`src/rtl/core/owsr_pkg.sv`:
```
`default_nettype none
// ----------------------------------------------------------------------------
// owsr_pkg
// Shared types and constants of the Search ROM decision engine.
// ----------------------------------------------------------------------------
package owsr_pkg;

	localparam int ROM_BITS    = 64;
	localparam int POS_W       = $clog2(ROM_BITS);
	localparam int TOP_W       = POS_W + 1;
	localparam int STACK_DEPTH = 5;
	localparam int SP_W        = $clog2(STACK_DEPTH + 1);

	localparam logic [7:0] MAX_DEV_RESET = 8'd8;
	localparam logic [7:0] COUNT_MAX     = 8'hFF;

	localparam logic FUNC_START = 1'b0;
	localparam logic FUNC_PAIR  = 1'b1;

	typedef enum logic [1:0] {
		PAIR_CONFLICT = 2'b00,
		PAIR_ZERO     = 2'b01,
		PAIR_ONE      = 2'b10,
		PAIR_NONE     = 2'b11
	} pair_t;

	typedef enum logic [1:0] {
		ST_OK       = 2'd0,
		ST_NO_DEV   = 2'd1,
		ST_OVERFLOW = 2'd2,
		ST_FINISHED = 2'd3
	} status_t;

endpackage : owsr_pkg
`default_nettype wire

```
`src/rtl/core/onewire_search_rom_step_top.sv`:
```
`default_nettype none
// ----------------------------------------------------------------------------
// onewire_search_rom_step_top
// Per-bit decision engine of the Search ROM: direction bit, conflict stack,
// ROM byte assembly and end-of-pass and end-of-search marking.
// ----------------------------------------------------------------------------
// Channel   Dir  Handshake              Payload
// s_*       in   s_tvalid / s_tready    tuser: func, tdata: id_bit, cmp_bit
// m_*       out  m_tvalid / m_tready    tdata: result fields, tlast: pass_done,
//                                       tuser: status
// cfg_*     in   cfg_valid / cfg_ready  cfg_data: max_devices
//
// An item passes from the input register to the output register, so one item
// is taken per cycle while the output is not stalled.
// The path bits live in a 64 x 1 memory read one position ahead of use, with a
// valid bit per entry that reset and the start command clear at once.
// Reset leaves max_devices at 8 and the search cleared.
// A stalled output holds its item while an empty input register still takes one.
// ----------------------------------------------------------------------------
module onewire_search_rom_step_top
	import owsr_pkg::*;
(
	input  wire logic        clk,
	input  wire logic        arst_n,
	input  wire logic        s_tvalid,
	output logic             s_tready,
	input  wire logic [7:0]  s_tdata,   // [0] id_bit, [1] cmp_bit
	input  wire logic        s_tuser,   // [0] func
	output logic             m_tvalid,
	input  wire logic        m_tready,
	// [0] write_bit, [8:1] rom_byte, [9] byte_valid, [12:10] byte_index,
	// [20:13] device_index, [21] search_done, [29:22] device_count
	output logic [31:0]      m_tdata,
	output logic             m_tlast,   // pass_done
	output logic [1:0]       m_tuser,   // [1:0] status
	input  wire logic        cfg_valid,
	output logic             cfg_ready,
	input  wire logic [7:0]  cfg_data   // max_devices
);

	logic                valid_s1;
	logic                func_s1;
	logic                id_s1;
	logic                cmp_s1;

	logic [7:0]          max_dev_q;
	logic [POS_W-1:0]    bitpos_q;
	logic [ROM_BITS-1:0] pvalid_q;
	logic                path_mem [ROM_BITS];
	logic                path_rd_q;
	logic [TOP_W-1:0]    stack_q [STACK_DEPTH+1];
	logic [SP_W-1:0]     sp_q;
	logic [7:0]          shift_q;
	logic [7:0]          count_q;
	logic                finished_q;

	logic                adv;
	logic                fire;
	logic                start;
	logic                active;
	pair_t               pair;
	logic [POS_W-1:0]    idx;
	logic [TOP_W-1:0]    pos;
	logic [TOP_W-1:0]    top;
	logic                path_old;
	logic                wbit;
	status_t             status;
	logic                path_we;
	logic                path_wd;
	logic                push;
	logic [SP_W-1:0]     sp_d;
	logic [POS_W-1:0]    bitpos_d;
	logic [7:0]          shift_new;
	logic                pass_end;
	logic [7:0]          count_new;
	logic                sdone;
	logic                byte_end;

	assign cfg_ready = 1'b1;
	assign adv       = !m_tvalid || m_tready;
	assign s_tready  = !valid_s1 || adv;
	assign fire      = valid_s1 && adv;

	always_ff @(posedge clk or negedge arst_n) begin
		if (!arst_n) begin
			max_dev_q <= MAX_DEV_RESET;
		end else if (cfg_valid && cfg_ready) begin
			max_dev_q <= cfg_data;
		end
	end

	always_ff @(posedge clk or negedge arst_n) begin
		if (!arst_n) begin
			valid_s1 <= 1'b0;
		end else if (s_tready) begin
			valid_s1 <= s_tvalid;
		end
	end

	always_ff @(posedge clk) begin
		if (s_tvalid && s_tready) begin
			func_s1 <= s_tuser;
			id_s1   <= s_tdata[0];
			cmp_s1  <= s_tdata[1];
		end
	end

	always_comb begin
		start     = fire && (func_s1 == FUNC_START);
		active    = fire && (func_s1 == FUNC_PAIR) && !finished_q;
		pair      = pair_t'({id_s1, cmp_s1});
		idx       = bitpos_q;
		pos       = {1'b0, idx} + TOP_W'(1);
		top       = stack_q[sp_q];
		path_old  = pvalid_q[idx] & path_rd_q;
		wbit      = 1'b0;
		status    = ST_OK;
		path_we   = 1'b0;
		path_wd   = 1'b0;
		push      = 1'b0;
		sp_d      = sp_q;
		unique case (pair)
			PAIR_ZERO: begin
				path_we = 1'b1;
			end
			PAIR_ONE: begin
				wbit    = 1'b1;
				path_we = 1'b1;
				path_wd = 1'b1;
			end
			PAIR_CONFLICT: begin
				priority if (pos > top) begin
					path_we = 1'b1;
					if (sp_q < SP_W'(STACK_DEPTH)) begin
						push = 1'b1;
						sp_d = sp_q + SP_W'(1);
					end else begin
						status = ST_OVERFLOW;
					end
				end else if (pos < top) begin
					wbit = path_old;
				end else begin
					wbit    = 1'b1;
					path_we = 1'b1;
					path_wd = 1'b1;
					if (sp_q != '0) begin
						sp_d = sp_q - SP_W'(1);
					end
				end
			end
			PAIR_NONE: begin
				status = ST_NO_DEV;
			end
			default: begin
				status = ST_NO_DEV;
			end
		endcase
		shift_new = {wbit, shift_q[7:1]};
		pass_end  = (idx == POS_W'(ROM_BITS - 1));
		byte_end  = (idx[2:0] == 3'd7);
		count_new = (count_q != COUNT_MAX) ? count_q + 8'd1 : count_q;
		sdone     = pass_end && ((sp_d == '0) || (count_new >= max_dev_q));
		if (start) begin
			bitpos_d = '0;
		end else if (active) begin
			bitpos_d = idx + POS_W'(1);
		end else begin
			bitpos_d = bitpos_q;
		end
	end

	always_ff @(posedge clk) begin
		if (active && path_we) begin
			path_mem[idx] <= path_wd;
		end
		path_rd_q <= path_mem[bitpos_d];
	end

	always_ff @(posedge clk or negedge arst_n) begin
		if (!arst_n) begin
			bitpos_q   <= '0;
			pvalid_q   <= '0;
			sp_q       <= '0;
			shift_q    <= '0;
			count_q    <= '0;
			finished_q <= 1'b0;
			for (int i = 0; i <= STACK_DEPTH; i++) begin
				stack_q[i] <= '0;
			end
		end else begin
			bitpos_q <= bitpos_d;
			if (start) begin
				pvalid_q   <= '0;
				sp_q       <= '0;
				shift_q    <= '0;
				count_q    <= '0;
				finished_q <= 1'b0;
			end else if (active) begin
				if (path_we) begin
					pvalid_q[idx] <= 1'b1;
				end
				if (push) begin
					stack_q[sp_d] <= pos;
				end
				sp_q    <= sp_d;
				shift_q <= pass_end ? 8'd0 : shift_new;
				if (pass_end) begin
					count_q    <= count_new;
					finished_q <= sdone;
				end
			end
		end
	end

	always_ff @(posedge clk or negedge arst_n) begin
		if (!arst_n) begin
			m_tvalid <= 1'b0;
		end else if (adv) begin
			m_tvalid <= valid_s1;
		end
	end

	always_ff @(posedge clk) begin
		if (fire) begin
			if (func_s1 == FUNC_START) begin
				m_tdata <= '0;
				m_tlast <= 1'b0;
				m_tuser <= ST_OK;
			end else if (finished_q) begin
				m_tdata <= {2'b00, count_q, 22'd0};
				m_tlast <= 1'b0;
				m_tuser <= ST_FINISHED;
			end else begin
				m_tdata <= {2'b00,
					pass_end ? count_new : count_q,
					sdone,
					count_q,
					idx[5:3],
					byte_end,
					byte_end ? shift_new : 8'd0,
					wbit};
				m_tlast <= pass_end;
				m_tuser <= status;
			end
		end
	end

endmodule : onewire_search_rom_step_top
`default_nettype wire
```
`config.mk`:
```
export PLATFORM = sky130hd
export DESIGN_NAME = onewire_search_rom_step_top
export DESIGN_NICKNAME = d
export VERILOG_FILES = /design/src/rtl/core/owsr_pkg.sv /design/src/rtl/core/onewire_search_rom_step_top.sv
export SDC_FILE = /design/constraint.sdc
export NUM_CORES = 1
export LEC_CHECK = 0
export ABC_AREA = 1
export CORE_MARGIN = 2
export CORE_UTILIZATION = 45
export CTS_CLUSTER_DIAMETER = 30
export DETAILED_ROUTE_END_ITERATION = 8
export DONT_BUFFER_PORTS = 1
export GPL_ROUTABILITY_DRIVEN = 0
export HOLD_SLACK_MARGIN = 0.03
export PLACE_DENSITY = 0.71
export SLEW_MARGIN = 10
export SYNTH_ARGS = -nofsm -noshare
export SYNTH_HDL_FRONTEND = slang
export SYNTH_SLANG_ARGS = --single-unit
export TNS_END_PERCENT = 30
```
`constraint.sdc`:
```
create_clock -name clk -period 5.5 [get_ports clk]
set_input_delay 0.55 -clock clk [delete_from_list [all_inputs] [get_ports clk]]
set_output_delay 0.55 -clock clk [all_outputs]
set_load 0.1 [all_outputs]
```
==> impl_metrics.csv <==
group,metric,value,unit
worst_hold_path,hold_class,"in2reg",
status,outcome,"complete, no violations",
detailed_routing,via_per_inst,5.37,
floorplan,die_area,26900,sq um
floorplan,die_h,164,um
grt,grt_max_degree,142,
detailed_routing,routed_wl,27300,um
floorplan,die_w,164,um
detailed_routing,wl_per_cell,17.0,um
sta,fin_ws,0.582,ns
sta,slew_headroom,0.232,
cts,numCtsBuffers,42,
place,dp_slack,0.723,ns
sta,fin_tns_setup,0,ns
detailed_routing,drt_iter0_markers,978,
yosys,syn_inst,1232,
worst_hold_path,hp-start,"cfg_valid",
sta,worst_slew_pin_slew,1.14,ns
final_layout,post-route-util,0.528,
power,ir_drop,0.267,mV
yosys,synth_top_area_frac,0.304,
critical_path,reg2reg_slack,0.58,ns
floorplan,ios,60,
detailed_routing,route.detailed.drc,0,
sta,finClkSkew,0.0262,ns
floorplan,fp.coreArea,25200,sq um
grt,top_usage_layer,"met2",
grt,gr-usage-met2,0.350,
final_layout,area_growth,15.3,%
sta,finalCritPeriodShare,0.894,
power,powerDensity,472,nW/um^2
final_layout,multi_input_area,3990,sq um
critical_path,arrival,5.33,ns
detailed_routing,drtAntennaViolNets,0,
critical_path,r2r_cells,14,
place,post-dp-hpwl,17800,um
sta,setup_viol,0,
critical_path,required,5.92,ns
critical_path,rr_endpoint,"path_rd_q",
yosys,synth_top_area_cell,"dfrtp_1",
sta,slew_viol_final,0,
cts,post_cts_resized,0,
yosys,synth_edf_count,100,
sta,rsz0062_at_grt,"false",
cts,clkLatencyLatePin,0.53,ns
grt,antenna_found_initial,0,
detailed_routing,dr.pass1.iters,5,
critical_path,r2r_start,"m_tvalid",
floorplan,rows,58,
grt,grt_pass1_vias,8634,
yosys,ys_ff_latch,242,
sta,hold_viol,0,
cts,cts_tree,"done",
yosys,yosys.cell_types.count,51,
grt,grt_util_met3,0.0386,
job,drv_cap,0,
detailed_routing,vias,8639,
sta,period_needed,4.92,ns
place,portBuffers,0,
critical_path,critPathCaptureType,"flip-flop",
grt,use_met1,0.277,
grt,grt.total_usage,0.211,
final_layout,seqCellArea,6550,sq um
yosys,yosys-top-cells-area,"dfrtp_1, edfxtp_1, nand2_1",
worst_hold_path,whs_endpoint,"max_dev_q[3]",
cts,clockBufferDepth,3,
yosys,avgSynthCellArea,9.35,sq um
final_layout,fin_nets,1289,
yosys,ys_async_sr_fraction,0.583,
cts,cts_hold_buf,1,
yosys,ys_warn_count,0,
cts,cts-root-buf,"clkbuf_16",
final_layout,final_cell_mix,"nand2_1, inv_1, dfrtp_1",
critical_path,startpoint_type,"flip-flop",
yosys,syn-cell-area,11500,sq um
final_layout,num_antenna_cells,0,
grt,overflow,0,
grt,grt_first_pass_wirelength,44600,um
critical_path,critPathKind,"reg2reg",
final_layout,drive_gt1_frac,0.114,
floorplan,initial_core_util,0.458,
cts,clock-sinks,242,
yosys,yosysSeqAreaShare,0.569,
cts,cts_setup_buffers,0,
critical_path,cp_max_fo,27,
critical_path,critPathLaunch,"m_tvalid",
worst_hold_path,min_delay_path_depth,1,
cts,clk_pin_slew,0.05,ns
final_layout,mostFrequentLayoutCell,"nand2_1",
sta,fmax,203,MHz
final_layout,fillers,2150,
power,p_leak,6.18,nW
sta,whs,0.108,ns
yosys,synthFlopType,"dfrtp_1",
cts,htree_levels,2,
==> cell usage after synthesis, types with 4 or more instances <==
master	instances
nand2_1	248
inv_1	193
dfrtp_1	140
edfxtp_1	100
nor2_1	83
o21ai_0	67
a21oi_1	62
o22ai_1	49
nand3_1	47
o211ai_1	28
clkbuf_1	26
ha_1	21
o21ai_1	21
o21a_1	20
or2_2	13
nor3_1	10
o21ai_2	8
xor2_1	8
inv_2	7
buf_4	6
a22oi_1	5
buf_2	5
buf_6	5
nand2_2	5
nand2_4	5
nand4_1	5
o2111ai_1	5
clkinv_1	4
nand3_2	4
==> state kept, by name (all words and copies together), names as in the netlist <==
register,cells
func_s1,1
m_tlast,1
bitpos_q,6
max_dev_q,8
m_tuser,2
path_rd_q,1
pvalid_q,64
valid_s1,1
stack_q,42
count_q,8
m_tvalid,1
shift_q,7
path_mem,64
finished_q,1
m_tdata,30
sp_q,3
cmp_s1,1
id_s1,1
==> layout make-up <==
cell class / instances / area share
timing repair buffer: 13 / 0.00904
tap: 330 / 0.0311
clock inverter: 21 / 0.0180
multi-input combinational: 742 / 0.300
sequential: 242 / 0.493
inverter: 205 / 0.0580
clock buffer: 57 / 0.0902
==> metal layers <==
metal,vias up,share of wire
met5,-,0
met4,0,0.027
met3,68,0.071
met2,344,0.48
met1,4104,0.42
li1,4123,-
==> per-stage QoR <==
stage                     std cells  instance area, sq um  power (W)
final                          1610                 13300    0.00627
after global placement         1530                 11800    0.00361
after floorplan                1233                 11500    0.00330
after detailed placement       1530                 11800    0.00365
after CTS                      1609                 13300    0.00628
after global routing           1610                 13300    0.00654
==> where the power goes <==
part	leakage (nW)	switching [W]	internal, W	total (W)
registers	2.89	0.000274	0.00204	0.00231
logic	2.60	0.000981	0.000371	0.00135
clock network	0.695	0.000888	0.00172	0.00261
total	6.18	0.00214	0.00413	0.00627
==> cell families (layout without fill, tap and decap cells) <==
logic type               count (synthesis)  after routing  synth area share
multiplexers                             1              1          0.000977
AND/OR/NAND/NOR                        431            431             0.165
flip-flops                             242            242             0.569
XOR/XNOR                                10             10           0.00890
adder cells (fa/ha/maj)                 21             21            0.0228
AO/OA/AOI/OAI                          276            276             0.146
buffers and inverters                  249            296            0.0871
other                                    2              3          0.000652
==> how the worst max path moves through the flow <==
stage | cells past startpoint | slack, ns | end
floorplan | 15 | 0.15 | path_mem[0]
global placement | 14 | 0.86 | path_rd_q
detailed placement | 14 | 0.72 | path_rd_q
CTS | 14 | 0.70 | path_rd_q
global route | 14 | 0.25 | path_rd_q
finish | 14 | 0.58 | path_rd_q
==> critical path: stages (launching register included) <==
cell and delay (ns):
dfrtp_1 0.32, buf_4 0.29, nand2_1 0.12, nand2_1 0.31
nor2_8 0.09, nor2_1 0.15, inv_1 0.35, o21ai_2 0.96
clkinv_1 1.04, o211ai_1 0.44, o21ai_0 0.15, o211ai_1 0.27
nand3_1 0.11, nand3b_1 0.10, nand2_1 0.05
No activity file was read; power rests on OpenSTA's default activity.
